--- src/sv/cesc_pkg.sv ---
// Shared types, codes and character helpers for the C escape decoder.
`default_nettype none

package cesc_pkg;

    typedef enum logic [1:0] {
        MODE_PLAIN = 2'd0,
        MODE_ESC   = 2'd1,
        MODE_HEX   = 2'd2,
        MODE_OCT   = 2'd3
    } esc_mode_t;

    localparam logic [7:0] CHAR_BSLASH = 8'h5C;
    localparam logic [7:0] CHAR_X      = 8'h78;

    // Up to two decoded bytes from one source byte; count is 1 or 2.
    typedef struct packed {
        logic [1:0] count;
        logic [7:0] b1;
        logic [7:0] b0;
    } result_pair_t;

    typedef struct packed {
        logic full;
        logic empty;
    } queue_status_t;

    // {hit, value}
    function automatic logic [4:0] hex_digit(input logic [7:0] b);
        logic [4:0] r;
        r = 5'd0;
        if (b >= 8'h30 && b <= 8'h39)
            r = {1'b1, 4'(b - 8'h30)};
        else if (b >= 8'h61 && b <= 8'h66)
            r = {1'b1, 4'(b - 8'h57)};
        else if (b >= 8'h41 && b <= 8'h46)
            r = {1'b1, 4'(b - 8'h37)};
        return r;
    endfunction

    // {hit, value}
    function automatic logic [8:0] simple_escape(input logic [7:0] b);
        logic [8:0] r;
        r = 9'd0;
        case (b)
            8'h5C:   r = {1'b1, 8'h5C};
            8'h61:   r = {1'b1, 8'h07};
            8'h62:   r = {1'b1, 8'h08};
            8'h63:   r = {1'b1, 8'h00};
            8'h65:   r = {1'b1, 8'h1B};
            8'h66:   r = {1'b1, 8'h0C};
            8'h6E:   r = {1'b1, 8'h0A};
            8'h72:   r = {1'b1, 8'h0D};
            8'h74:   r = {1'b1, 8'h09};
            8'h76:   r = {1'b1, 8'h0B};
            default: r = 9'd0;
        endcase
        return r;
    endfunction

endpackage

`default_nettype wire

--- src/sv/c_escape_decoder_unit.sv ---
// Top level of the C string escape decoder.
// Latency: an accepted beat is registered in the input stage, then in the pair queue, before it reaches the output.
// Throughput: one source byte per cycle while the pair queue has a free slot; an item with two
// results holds the output for two beats, and the two-entry pair queue absorbs the difference.
// Reset: rst_n clears escape state, input stage and queue pointers; nothing else to clear.
`default_nettype none

module c_escape_decoder_unit (
    input  wire logic       clk,
    input  wire logic       rst_n,
    input  wire logic       s_tvalid,
    output logic            s_tready,
    input  wire logic [7:0] s_tdata,    // [7:0] in_byte
    input  wire logic       s_tlast,    // in_last
    output logic            m_tvalid,
    input  wire logic       m_tready,
    output logic [7:0]      m_tdata,    // [7:0] out_byte
    output logic            m_tlast     // last byte of the current pair
);
    import cesc_pkg::*;

    logic          in_valid_reg;
    logic [7:0]    in_byte_reg;
    logic          in_last_reg;

    logic          adv;
    logic          push;
    result_pair_t  pair;
    queue_status_t q_status;

    // input stage moves into decode whenever the pair queue has a free slot
    assign adv      = in_valid_reg && !q_status.full;
    assign s_tready = !in_valid_reg || !q_status.full;

    always_ff @(posedge clk)
    begin
        if (s_tvalid && s_tready)
        begin
            in_byte_reg <= s_tdata;
            in_last_reg <= s_tlast;
        end
    end

    always_ff @(posedge clk or negedge rst_n)
    begin
        if (!rst_n)
            in_valid_reg <= 1'b0;
        else if (s_tready)
            in_valid_reg <= s_tvalid;
    end

    cesc_decode u_decode (
        .clk     (clk),
        .rst_n   (rst_n),
        .enable  (adv),
        .in_byte (in_byte_reg),
        .in_last (in_last_reg),
        .push    (push),
        .pair    (pair)
    );

    cesc_result_queue u_queue (
        .clk      (clk),
        .rst_n    (rst_n),
        .push     (push),
        .pair     (pair),
        .status   (q_status),
        .m_tvalid (m_tvalid),
        .m_tready (m_tready),
        .m_tdata  (m_tdata),
        .m_tlast  (m_tlast)
    );

`ifndef SYNTHESIS
    a_status_consistent: assert property (@(posedge clk) disable iff (!rst_n)
        !(q_status.full && q_status.empty))
        else $error("queue reports full and empty at once");

    a_accept_fills_stage: assert property (@(posedge clk) disable iff (!rst_n)
        (s_tvalid && s_tready) |=> in_valid_reg)
        else $error("accepted beat did not reach the input stage");

    a_push_lands: assert property (@(posedge clk) disable iff (!rst_n)
        push |=> m_tvalid)
        else $error("decoded pair did not show up at the output");

    a_no_push_when_full: assert property (@(posedge clk) disable iff (!rst_n)
        q_status.full |-> !push)
        else $error("push into a full pair queue");
`endif

endmodule

`default_nettype wire

--- src/sv/cesc_decode.sv ---
// Escape state registers and the per-byte decode logic.
`default_nettype none

module cesc_decode (
    input  wire logic                  clk,
    input  wire logic                  rst_n,
    input  wire logic                  enable,
    input  wire logic [7:0]            in_byte,
    input  wire logic                  in_last,
    output logic                       push,
    output cesc_pkg::result_pair_t     pair
);
    import cesc_pkg::*;

    esc_mode_t  mode_reg, mode_next;
    logic [7:0] value_reg, value_next;
    logic [1:0] dcount_reg, dcount_next;

    logic [4:0] hex;
    logic [8:0] simple;
    logic       is_oct;
    logic       pl_push;
    logic       pl_esc;
    logic [1:0] n;
    logic [7:0] r0, r1;

    assign hex     = hex_digit(in_byte);
    assign simple  = simple_escape(in_byte);
    assign is_oct  = (in_byte[7:3] == 5'b00110);
    // plain-text handling of the current byte
    assign pl_push = (in_byte != CHAR_BSLASH);
    assign pl_esc  = (in_byte == CHAR_BSLASH) && !in_last;

    always_comb
    begin
        esc_mode_t  m;
        logic [7:0] v;
        logic [1:0] c;
        m  = mode_reg;
        v  = value_reg;
        c  = dcount_reg;
        n  = 2'd0;
        r0 = in_byte;
        r1 = in_byte;
        unique case (mode_reg)
            MODE_PLAIN:
            begin
                n = {1'b0, pl_push};
                m = pl_esc ? MODE_ESC : MODE_PLAIN;
            end
            MODE_ESC:
            begin
                m = MODE_PLAIN;
                if (simple[8])
                begin
                    n  = 2'd1;
                    r0 = simple[7:0];
                end
                else if (in_byte == CHAR_X)
                begin
                    v = 8'd0;
                    c = 2'd0;
                    if (in_last)
                    begin
                        n  = 2'd1;
                        r0 = CHAR_X;
                    end
                    else
                        m = MODE_HEX;
                end
                else if (is_oct)
                begin
                    v = {5'd0, in_byte[2:0]};
                    c = 2'd1;
                    if (in_last)
                    begin
                        n  = 2'd1;
                        r0 = v;
                    end
                    else
                        m = MODE_OCT;
                end
                else
                    n = 2'd1;
            end
            MODE_HEX:
            begin
                if (hex[4])
                begin
                    v = {value_reg[3:0], hex[3:0]};
                    c = dcount_reg + 2'd1;
                    if (c >= 2'd2 || in_last)
                    begin
                        n  = 2'd1;
                        r0 = v;
                        m  = MODE_PLAIN;
                    end
                end
                else
                begin
                    r0 = (dcount_reg == 2'd0) ? CHAR_X : value_reg;
                    n  = pl_push ? 2'd2 : 2'd1;
                    m  = pl_esc ? MODE_ESC : MODE_PLAIN;
                end
            end
            MODE_OCT:
            begin
                if (is_oct)
                begin
                    v = {value_reg[4:0], in_byte[2:0]};
                    c = dcount_reg + 2'd1;
                    if (c == 2'd3 || in_last)
                    begin
                        n  = 2'd1;
                        r0 = v;
                        m  = MODE_PLAIN;
                    end
                end
                else
                begin
                    r0 = value_reg;
                    n  = pl_push ? 2'd2 : 2'd1;
                    m  = pl_esc ? MODE_ESC : MODE_PLAIN;
                end
            end
            default:
            begin
                m = MODE_PLAIN;
            end
        endcase

        if (m == MODE_PLAIN || in_last)
        begin
            mode_next   = MODE_PLAIN;
            value_next  = 8'd0;
            dcount_next = 2'd0;
        end
        else
        begin
            mode_next   = m;
            value_next  = v;
            dcount_next = c;
        end
    end

    assign push       = enable && (n != 2'd0);
    assign pair.count = n;
    assign pair.b0    = r0;
    assign pair.b1    = r1;

    always_ff @(posedge clk or negedge rst_n)
    begin
        if (!rst_n)
        begin
            mode_reg   <= MODE_PLAIN;
            value_reg  <= 8'd0;
            dcount_reg <= 2'd0;
        end
        else if (enable)
        begin
            mode_reg   <= mode_next;
            value_reg  <= value_next;
            dcount_reg <= dcount_next;
        end
    end

endmodule

`default_nettype wire

--- src/sv/cesc_result_queue.sv ---
// Two-entry queue of decoded byte pairs, sent out one byte per beat.
`default_nettype none

module cesc_result_queue (
    input  wire logic                   clk,
    input  wire logic                   rst_n,
    input  wire logic                   push,
    input  wire cesc_pkg::result_pair_t pair,
    output cesc_pkg::queue_status_t     status,
    output logic                        m_tvalid,
    input  wire logic                   m_tready,
    output logic [7:0]                  m_tdata,   // [7:0] out_byte
    output logic                        m_tlast    // last byte of the current pair
);
    import cesc_pkg::*;

    result_pair_t pair_reg [2];
    logic         wr_ptr_reg;
    logic         rd_ptr_reg;
    logic [1:0]   cnt_reg;
    logic         phase_reg;

    result_pair_t head;
    logic         beat;
    logic         pop;

    assign head     = pair_reg[rd_ptr_reg];
    assign m_tvalid = (cnt_reg != 2'd0);
    assign m_tdata  = phase_reg ? head.b1 : head.b0;
    assign m_tlast  = phase_reg || (head.count == 2'd1);
    assign beat     = m_tvalid && m_tready;
    assign pop      = beat && m_tlast;

    assign status.full  = (cnt_reg == 2'd2);
    assign status.empty = (cnt_reg == 2'd0);

    always_ff @(posedge clk)
    begin
        if (push)
            pair_reg[wr_ptr_reg] <= pair;
    end

    always_ff @(posedge clk or negedge rst_n)
    begin
        if (!rst_n)
        begin
            wr_ptr_reg <= 1'b0;
            rd_ptr_reg <= 1'b0;
            cnt_reg    <= 2'd0;
            phase_reg  <= 1'b0;
        end
        else
        begin
            if (push)
                wr_ptr_reg <= !wr_ptr_reg;
            if (pop)
                rd_ptr_reg <= !rd_ptr_reg;
            if (push && !pop)
                cnt_reg <= cnt_reg + 2'd1;
            else if (pop && !push)
                cnt_reg <= cnt_reg - 2'd1;
            if (beat)
                phase_reg <= !m_tlast;
        end
    end

endmodule

`default_nettype wire
--- config.mk ---
export PLATFORM = sky130hd
export DESIGN_NAME = c_escape_decoder_unit
export DESIGN_NICKNAME = d
export VERILOG_FILES = /design/src/sv/cesc_pkg.sv /design/src/sv/c_escape_decoder_unit.sv /design/src/sv/cesc_decode.sv /design/src/sv/cesc_result_queue.sv
export SDC_FILE = /design/constraint.sdc
export NUM_CORES = 1
export LEC_CHECK = 0
export BUFFER_PORTS_ARGS = -buffer_cell sky130_fd_sc_hd__buf_2
export CAP_MARGIN = 10
export CORE_ASPECT_RATIO = 0.5
export CORE_MARGIN = 5
export CORE_UTILIZATION = 42
export DETAILED_ROUTE_END_ITERATION = 8
export GPL_TIMING_DRIVEN = 1
export SLEW_MARGIN = 20
export SYNTH_ARGS = -nofsm -noshare
export SYNTH_HDL_FRONTEND = slang
export SYNTH_SLANG_ARGS = --single-unit
--- constraint.sdc ---
create_clock -name clk -period 5.38 [get_ports clk]
set_clock_uncertainty 0.2 [all_clocks]
set_input_delay 1.076 -clock clk [delete_from_list [all_inputs] [get_ports clk]]
set_output_delay 1.076 -clock clk [all_outputs]
set_load 0.05 [all_outputs]
[Word-level counts from Yosys, hierarchy flattened]
Memories as Yosys holds them, arrays and structs flattened.
Cells that the tools add are included.
Widths: inputs -> output; s select.
Word-level totals
  word-level logic and storage cells: 135
  register bits after elaboration: 27
  output and inout port bits: 11
  input bits: 13
  bits in writable memories: 36
  memories: 1
Operators by class
  equal/unequal tests: 23
  magnitude comparators: 7
  add/sub/neg operators: 6
  mux-type cells: 56
  reductions and logical operators: 32
Memories
  u_queue.pair_reg: words 2, bits a word 18, rd ports 1, clocked after Yosys merged registers in 0, wr ports 1, RTL line cesc_result_queue.sv:17  | result_pair_t pair_reg [2];
Operator list (number)
  $mux 8: 17
  $pmux 9 s10: 1
  $eq 8x7->1 const B: 11
  $pmux 8 s3: 2
  $mux 2: 23
  $ge 8x7->1 const B: 2
  $le 8x7->1 const B: 2
  $pmux 2 s4: 2
  $mux 5: 3
  $logic_and 1x1->1: 11
  $eq 2x2->1 const B: 4
  $ge 8x6->1 const B: 1
  $le 8x6->1 const B: 1
  $logic_not 1->1: 8
  $ne 8x7->1 const B: 1
  $sub 4x3->4 const B: 2
  $mux 1: 7
  $logic_not 2->1: 3
  $ne 3x1->1 const B: 2
  $pmux 2 s3: 1
  $reduce_and 6->1: 1
  $reduce_bool 2->1: 3
  $eq 5x3->1 const B: 1
  $logic_or 1x1->1: 5
  8 further kinds: 10

[Logic depth before layout (Yosys ltp)]
Gate-level depths: netlist of run 1.
  depth in word-level cells: 13
  mapped depth: 14
  gate-level depth less buffers: 12

[By module]
A second synthesis of run 1 with hierarchy kept.
Second synthesis, totals
  cell total of the unflattened synthesis: 355
  area total of the unflattened synthesis: 3870.0 um2
By module, submodules not included
  cesc_decode: area an instance 1989.4 um2, instances 1, seq. area each 300.3 um2, cells an instance 267
  cesc_result_queue: area an instance 1560.2 um2, instances 1, seq. area each 1206.2 um2, cells an instance 74
  c_escape_decoder_unit: area an instance 320.3 um2, instances 1, seq. area each 295.3 um2, cells an instance 14

[Least setup slack after synthesis of run 1]
Ideal clock, no wire load.
  kind: reg-to-reg
  start point: reg in_byte_reg[0]
  end point: mem u_queue.pair_reg[0][0] in the netlist's numbering, enable pin
  buffers on the path: 2
  clock period less this slack: 3.934 ns
  setup slack: 1.446 ns
  cell stages (with the launch flop): 11
  arrival: 3.318 ns
  data required time: 4.764 ns
  library setup time: 0.416 ns
  path through: edfxtp_1 -> clkbuf_1 -> inv_1 -> ha_1 -> or3b_1 -> and3_1 -> buf_2 -> o21ai_1 -> o2111ai_1 -> a21oi_1 -> nor3_1
On the way
  cells in the longest elaborated chain, start to end: 11
  elaborated cells between the ends (all ways): 35
  classes of those cells: order compare (6); eq/ne (12); mux (12); reduce/logical (5)
Ends and longest elaborated chain
  start, declared: RTL line c_escape_decoder_unit.sv:23  | logic [7:0] in_byte_reg;
  start signal, assigned: RTL line c_escape_decoder_unit.sv:39  | in_byte_reg <= s_tdata;
  $ge 8x7->1 or $le 8x7->1 (tied branches): RTL line cesc_pkg.sv:36  | else if (b >= 8'h41 && b <= 8'h46)
  $logic_and 1x1->1: RTL line cesc_pkg.sv:36
  $mux 5: RTL line cesc_pkg.sv:36
  $mux 5: RTL line cesc_pkg.sv:34  | else if (b >= 8'h61 && b <= 8'h66)
  $mux 5: RTL line cesc_pkg.sv:32  | if (b >= 8'h30 && b <= 8'h39)
  $mux 2: RTL line cesc_decode.sv:88  | if (hex[4])
  $pmux 2 s4 (*): RTL line cesc_decode.sv:45  | unique case (mode_reg)
  $reduce_bool 2->1 (*): RTL line cesc_decode.sv:146  | assign push = enable && (n != 2'd0);
  $logic_and 1x1->1 (*): RTL line cesc_decode.sv:146
  $mux 1 (*): RTL line cesc_result_queue.sv:39  | if (push)
  $mux 1 (implied by the code) (*): RTL line cesc_result_queue.sv:40  | pair_reg[wr_ptr_reg] <= pair;
  end, declared: RTL line cesc_result_queue.sv:17
Every way passes the cells marked *; elsewhere a longest branch is shown, timed or not.

[Worst setup path after layout of run 1]
  start point: reg in_byte_reg[1]
  end point: reg u_queue.cnt_reg[1]
On the way
  cells in the longest elaborated chain, start to end: 12
  elaborated cells between the ends (all ways): 38
  classes of those cells: order compare (6); eq/ne (12); mux (11); reduce/logical (9)
Ends and longest elaborated chain
  $ge 8x7->1 or $le 8x7->1 (tied branches): RTL line cesc_pkg.sv:36
  $logic_and 1x1->1: RTL line cesc_pkg.sv:36
  $mux 5: RTL line cesc_pkg.sv:36
  $mux 5: RTL line cesc_pkg.sv:34
  $mux 5: RTL line cesc_pkg.sv:32
  $mux 2: RTL line cesc_decode.sv:88
  $pmux 2 s4 (*): RTL line cesc_decode.sv:45
  $reduce_bool 2->1 (*): RTL line cesc_decode.sv:146
  $logic_and 1x1->1 (*): RTL line cesc_decode.sv:146
  net push: RTL line c_escape_decoder_unit.sv:27  | logic push;
  $logic_not 1->1: RTL line cesc_result_queue.sv:60  | else if (pop && !push)
  $logic_and 1x1->1: RTL line cesc_result_queue.sv:60
  $reduce_bool 2->1 (no source line)
  end signal, assigned: RTL line cesc_result_queue.sv:59  | cnt_reg <= cnt_reg + 2'd1;
  end signal, assigned: RTL line cesc_result_queue.sv:61  | cnt_reg <= cnt_reg - 2'd1;
  end, declared: RTL line cesc_result_queue.sv:20  | logic [1:0] cnt_reg;
The timed path passes the listed nets; every way through them passes the cells marked *.
A chain may end at the register's enable or synchronous reset.

==> results of run 1 <==
==> kinds of logic (layout without fill, tap and decap cells) <==
group,Yosys count,in the layout
and+or+nand+nor,129,129
adders and majority gates,12,12
muxes,11,11
buffers and inverters,39,59
AOI/OAI and AO/OA,107,107
DFF,63,63
xor gates and xnor gates,4,4
==> area by class of cell <==
class | count | area, µm²
fill | 804 | 4487
tap | 117 | 146.4
timing repair buffer | 27 | 145.1
multi-input combinational | 263 | 1898
clock inverter | 6 | 61.31
inverter | 16 | 60.06
sequential | 63 | 1802
clock buffer | 10 | 229.0
==> power by group through the flow <==
stage / combinational [µW] / clock (µW) / sequential, µW
6_report: 664 / 560 / 764
4_1_cts: 666 / 568 / 768
2_1_floorplan: 559 / 0 / 708
5_1_grt: 704 / 596 / 783
3_3_place_gp: 653 / 0 / 768
3_5_place_dp: 662 / 0 / 776
==> path summary, 6_finish.rpt <==
kind | startpoint | to | slack [ps] | cells after the start
max reg2reg | in_byte_reg[1] | u_queue.cnt_reg[1] | 1600 | 11
max in group asynchronous | rst_n | u_decode.value_reg[6] | 4180 | 1
min in group asynchronous | rst_n | u_queue.phase_reg | 490 | 1
max | in_byte_reg[1] | u_queue.cnt_reg[1] | 1600 | 11
min reg2reg | u_queue.cnt_reg[0] | u_queue.cnt_reg[0] | 340 | 1
min | u_queue.cnt_reg[0] | u_queue.cnt_reg[0] | 340 | 1
==> cells in the final DEF (no fill, tap or decap), types with 4 or more instances in the layout <==
master     Yosys  layout
mux4_2         8       8
or2_2          5       5
o22ai_1       12      12
buf_2          4      23
clkbuf_16      0       9
nand3b_1       5       5
inv_1         16      16
o21ai_0       16      16
or3_1          8       8
a31oi_1        9       9
nand2_1       39      39
nor2_1        24      24
a21oi_1       12      12
buf_4          0       4
o2111ai_1      4       4
o211ai_1       6       6
nor3_1         7       5
and2_1         4       4
a211oi_1       5       5
a32oi_1        5       5
edfxtp_1      45      45
ha_1          12      12
nand2b_1       4       4
a22oi_1        6       6
nand3_1        8       8
dfrtp_1       18      18
==> routing by layer <==
layer  GRT usage, %  routed length, µm  vias up
met1          25.95               4652     1530
met3          6.054               1041       17
met5              0                  0        -
met2          25.92               4453      179
li1               -                  -     1447
met4          5.028                157        0
==> per-stage QoR <==
step	util [%]	cell area, µm²	hold WS [ps]
floorplan	-	3849	239.3
global placement	45.89	4051	323.6
detailed placement	45.89	4051	340.9
CTS	49.18	4342	348.4
global route	49.18	4342	372.7
finish	49.18	4342	344.0
==> flow_summary_export.csv, run 1 <==
group,metric,value,unit
run_status,outcome,"finished, final reports clean",
synthesis,syn_avg_cell_area,10.54,µm²
synthesis,synth.area.mux_share,5.462,%
placed_design,io_buffers,23,
power,p_sw,745.3,µW
worst_setup_path,cp_max_fo,8,
sta,post-route-period-util,70.34,%
grt,groute.usage.overall,18.00,%
floorplanning,initial_core_util,43.59,%
floorplanning,ios,24,
cts,clock_path_buffers,2,
synthesis,synth_top_area_share,35.11,%
grt,grt_pass1_vias,2899,
placed_design,placed_cells,486,
cts,clock_latency,330,ps
synthesis,syn_nets,390,
floorplanning,die_y,77.69,µm
grt,grt_pass1_wl,15990,µm
worst_setup_path,cp.required,5410,ps
power,p_int,1243,µW
final_layout,largest_reg_flops,36,
route,first_iter_violations,478,
sta,rsz0062_at_grt,"false",
final_layout,final_layout_size_suffix_gt1_share,17.66,%
worst_setup_path,path_cells,"inv_1 > ha_1 > or3b_1 > and3_1 > o21ai_1 > o2111ai_1 > a21oi_1 > nor2_1 > ha_1 > nor2_1 > xnor2_1",
cts,cts_tree,"done",
final_layout,fin_nets,405,
worst_setup_path,arrival,3810,ps
power,comb_power_share,33.4,%
synthesis,synth_top_area_cell,"edfxtp_1",
floorplanning,die_x,145.4,µm
cts,cts.sinks,63,
sta,drv_slew,0,
synthesis,synth-edff-count,45,
synthesis,synthXorXnorAreaFrac,0.9103,%
synthesis,synth-seq-cells,63,
route,drc_errors,0,
cts,cts_resized,0,
synthesis,ys_top_cells_by_area,"edfxtp_1, dfrtp_1, mux4_2",
synthesis,ys_types,68,
grt,antenna_found_initial,0,
hold_path,hp-class,"reg -> reg",
power,p_per_area,457.9,nW/µm²
power,p_total,1988,µW
floorplanning,fp-row-count,24,
sta,final.setup.worst_slack,1596,ps
synthesis,yosys_warnings,0,
synthesis,synth_async_sr_flop_share,28.57,%
synthesis,syn_inst,365,
cts,clk_pin_slew,50,ps
final_layout,layoutNonFillerInstCount,502,
worst_setup_path,crit_family,"compound AO/OA/AOI/OAI gates",
power,ir_worst_vdd,0.3857,mV
sta,setup_viol,0,
power,seq_power_share,38.4,%
placed_design,place_congestion,0.9449,
worst_setup_path,max_stage_delay,530,ps
synthesis,synth.most_common_cell,"edfxtp_1",
cts,root_buffer,"clkbuf_16",
sta,finalSetupTns,0,ps
sta,fmax,0.2643,GHz
route,dr.pass1.iters,5,
floorplanning,dieArea,11290,µm²
grt,grt_start_max_net_pins,24,
synthesis,synth_compound_area_share,20.29,%
route,avgRoutedWirePerCell,20.53,µm
power,clkPwrFrac,28.2,%
sta,tightest_slew,948.1,ps
cts,post_cts_buffers,0,
worst_setup_path,start_kind,"flip-flop",
synthesis,yosys.area_share.simple,18.50,%
worst_setup_path,cp-end-kind,"flip-flop",
grt,grt-ovfl-total,0,
floorplanning,coreArea,8828,µm²
worst_setup_path,cp.buffers_inverters,1,
synthesis,syn_area,3849,µm²
placed_design,dpl_worst_slack,1778,ps
synthesis,synth_top_cells_by_count,"edfxtp_1, nand2_1, nor2_1",
worst_setup_path,crit_type,"reg -> reg",
final_layout,diodes,0,
flow_run,drv_cap,0,
sta,final-hold-violation-count,0,
final_layout,area_delta_synth_final,12.81,%
sta,max_slew_margin,36.26,%
placed_design,hpwl,7333,µm
cts,htreeDepth,3,
synthesis,synth_ff_type,"edfxtp_1",
cts,postCtsHoldBufs,0,
route,wl,10300,µm
power,p_leak,0.001484,µW
power,p_sw_share,37.49,%
route,via_per_inst,6.321,
route,ant_nets,0,
sta,finalCriticalPeriod,3784,ps
cts,cts_made_buffers,9,
route,num_vias,3173,
synthesis,synth_top_family_by_area,"compound AO/OA/AOI/OAI gates",
synthesis,seq_area_frac_synth,46.81,%
worst_setup_path,cpMaxStageDelayCell,"edfxtp_1",
synthesis,yosys.area_share.adder,3.901,%
(Power assumes the default switching activity.)
==> inputs of run 2 (changes only) <==
clock period = 3.6 ns   (was 5.38 ns; I/O delays follow)
==> run 2 against run 1 <==
Critical path depth down 1. Register-to-register slack got worse by 1200 ps. Non-clock buffer count grew 13. Maximum frequency grew 17%. Sequential power grew 48%. Via count fell by 1.2%. Die area stayed put. Final area rose by 2.2%. Combinational power rose by 54%. Global-route usage up 0.48 points. Routed wire length rose by 0.84%. Critical path type unchanged.
==> flow_summary_export.csv, run 2 (synthesis gave the netlist of run 1 again) <==
group,metric,value,unit
run_status,outcome,"finished, final reports clean",
floorplanning,ios,24,
worst_setup_path,r2r_setup_slack,370,ps
final_layout,layoutNonFillerInstCount,515,
sta,fmax,0.3092,GHz
floorplanning,dieArea,11290,µm²
route,route.met3.wl,796,µm
cts,htreeDepth,3,
worst_setup_path,critPathLaunch,"in_byte_reg[3]",
worst_setup_path,r2r_end,"u_queue.cnt_reg[1]",
floorplanning,die_x,145.4,µm
grt,grt-ovfl-total,0,
worst_setup_path,cp_max_fo,22,
worst_setup_path,worst-r2r-cell-count,10,
cts,cts.sinks,63,
hold_path,hp-class,"in -> async",
route,wl_met2,4466,µm
cts,cts_resized,0,
final_layout,final_common_cell,"edfxtp_1",
grt,antenna_found_initial,0,
worst_setup_path,start_kind,"flip-flop",
route,drc_errors,0,
worst_setup_path,arrival,3240,ps
cts,postCtsHoldBufs,0,
route,ant_nets,0,
sta,drv_slew,0,
sta,post-route-period-util,89.84,%
power,p_int,1869,µW
final_layout,design_area,4439,µm²
final_layout,final_layout_size_suffix_gt1_share,20.35,%
sta,final-hold-violation-count,0,
route,dr.pass1.iters,5,
placed_design,place_congestion,0.9568,
route,wl_met1,4990,µm
worst_setup_path,cp-end-kind,"flip-flop",
grt,grt_start_max_net_pins,23,
power,ir_worst_vdd,0.5677,mV
placed_design,hpwl,7764,µm
final_layout,largest_reg_flops,36,
floorplanning,coreArea,8828,µm²
placed_design,placed_area,4149,µm²
cts,root_buffer,"clkbuf_16",
worst_setup_path,crit_end,"u_queue.cnt_reg[1]",
power,seq_power_share,38.1,%
sta,rsz0062_at_grt,"false",
floorplanning,initial_core_util,43.59,%
power,clkPwrFrac,27.8,%
flow_run,drv_cap,0,
grt,grt_pass1_vias,2961,
sta,setup_viol,0,
final_layout,fin_nets,418,
route,wl,10390,µm
grt,groute.usage.overall,18.48,%
route,dr.max_layer_used,"met4",
power,p_sw,1109,µW
cts,cts_tree,"done",
sta,tightest_slew,747.9,ps
route,via_per_inst,6.087,
final_layout,layout_common_cells,"edfxtp_1, nand2_1, nor2_1",
worst_setup_path,crit_type,"reg -> reg",
power,p_sw_share,37.25,%
floorplanning,fp-row-count,24,
cts,clock_latency,320,ps
worst_setup_path,timing.rr.start,"in_byte_reg[3]",
sta,finalCriticalPeriod,3234,ps
floorplanning,die_y,77.69,µm
cts,clk_pin_slew,50,ps
cts,clock_path_buffers,2,
route,num_vias,3135,
power,comb_power_share,34.2,%
placed_design,placed_cells,499,
grt,grt_pass1_wl,16650,µm
cts,post_cts_buffers,0,
power,p_leak,0.001549,µW
cts,cts_made_buffers,9,
placed_design,io_buffers,23,
final_layout,area_delta_synth_final,15.34,%
route,avgRoutedWirePerCell,20.18,µm
final_layout,diodes,0,
power,p_per_area,670.8,nW/µm²
sta,max_slew_margin,49.73,%
worst_setup_path,cp.required,3600,ps
route,first_iter_violations,352,
==> run 2: cell types whose count changed in the layout (fill, tap and decap cells not counted), sizes merged <==
cell	change
buf	+13
==> run 2: cell type report <==
class | instances | area (µm²)
Sequential cell | 63 | 1802
Timing Repair Buffer | 40 | 242.7
Tap cell | 117 | 146.4
Fill cell | 831 | 4389
Inverter | 16 | 60.06
Multi-Input combinational cell | 263 | 1898
Clock buffer | 10 | 229.0
Clock inverter | 6 | 61.31
==> run 2: how the worst min path moves through the flow <==
stage,startpoint,to,slack [ps],cells after the start
finish,rst_n,u_queue.rd_ptr_reg,140,1
global route,rst_n,u_queue.phase_reg,170,1
CTS,rst_n,u_queue.rd_ptr_reg,150,1
detailed placement,in_valid_reg,in_valid_reg,340,2
global placement,in_valid_reg,in_valid_reg,330,2
floorplan,rst_n,in_valid_reg,220,0
==> run 2: critical path, cell delays in order (launching register included) <==
cell and delay (ps):
edfxtp_1 810, inv_1 280, a2bb2oi_1 480, o21ai_0 230
a31oi_1 320, a21oi_1 140, nor2_1 140, ha_1 170
xor2_1 150, nor2_1 60, xnor2_1 120
==> run 2: routing by layer <==
metal / vias to the layer above / GRT usage (%)
met4: 0 / 3.445
met1: 1513 / 27.63
met2: 140 / 27.48
li1: 1472 / -
met3: 10 / 4.598
met5: - / 0
==> run 2: stage by stage <==
step                worst slack, ps  power, µW  utilization (%)  setup TNS (ps)  hold WS [ps]
global route                  88.61       3132            50.28               0         168.1
floorplan                    -333.8       1894                -          -12020         224.4
CTS                           451.1       3007            50.28               0         147.4
global placement              570.4       2154            47.00               0         332.5
finish                        365.7       2978            50.28               0         135.4
detailed placement            453.8       2172            47.00               0         341.3
==> run 2: power groups by stage <==
stage	Clock, µW	Sequential (µW)	Combinational [µW]
2_1_floorplan	0	1060	835
3_3_place_gp	0	1140	1010
3_5_place_dp	0	1150	1020
4_1_cts	845	1140	1020
5_1_grt	881	1160	1090
6_report	827	1130	1020
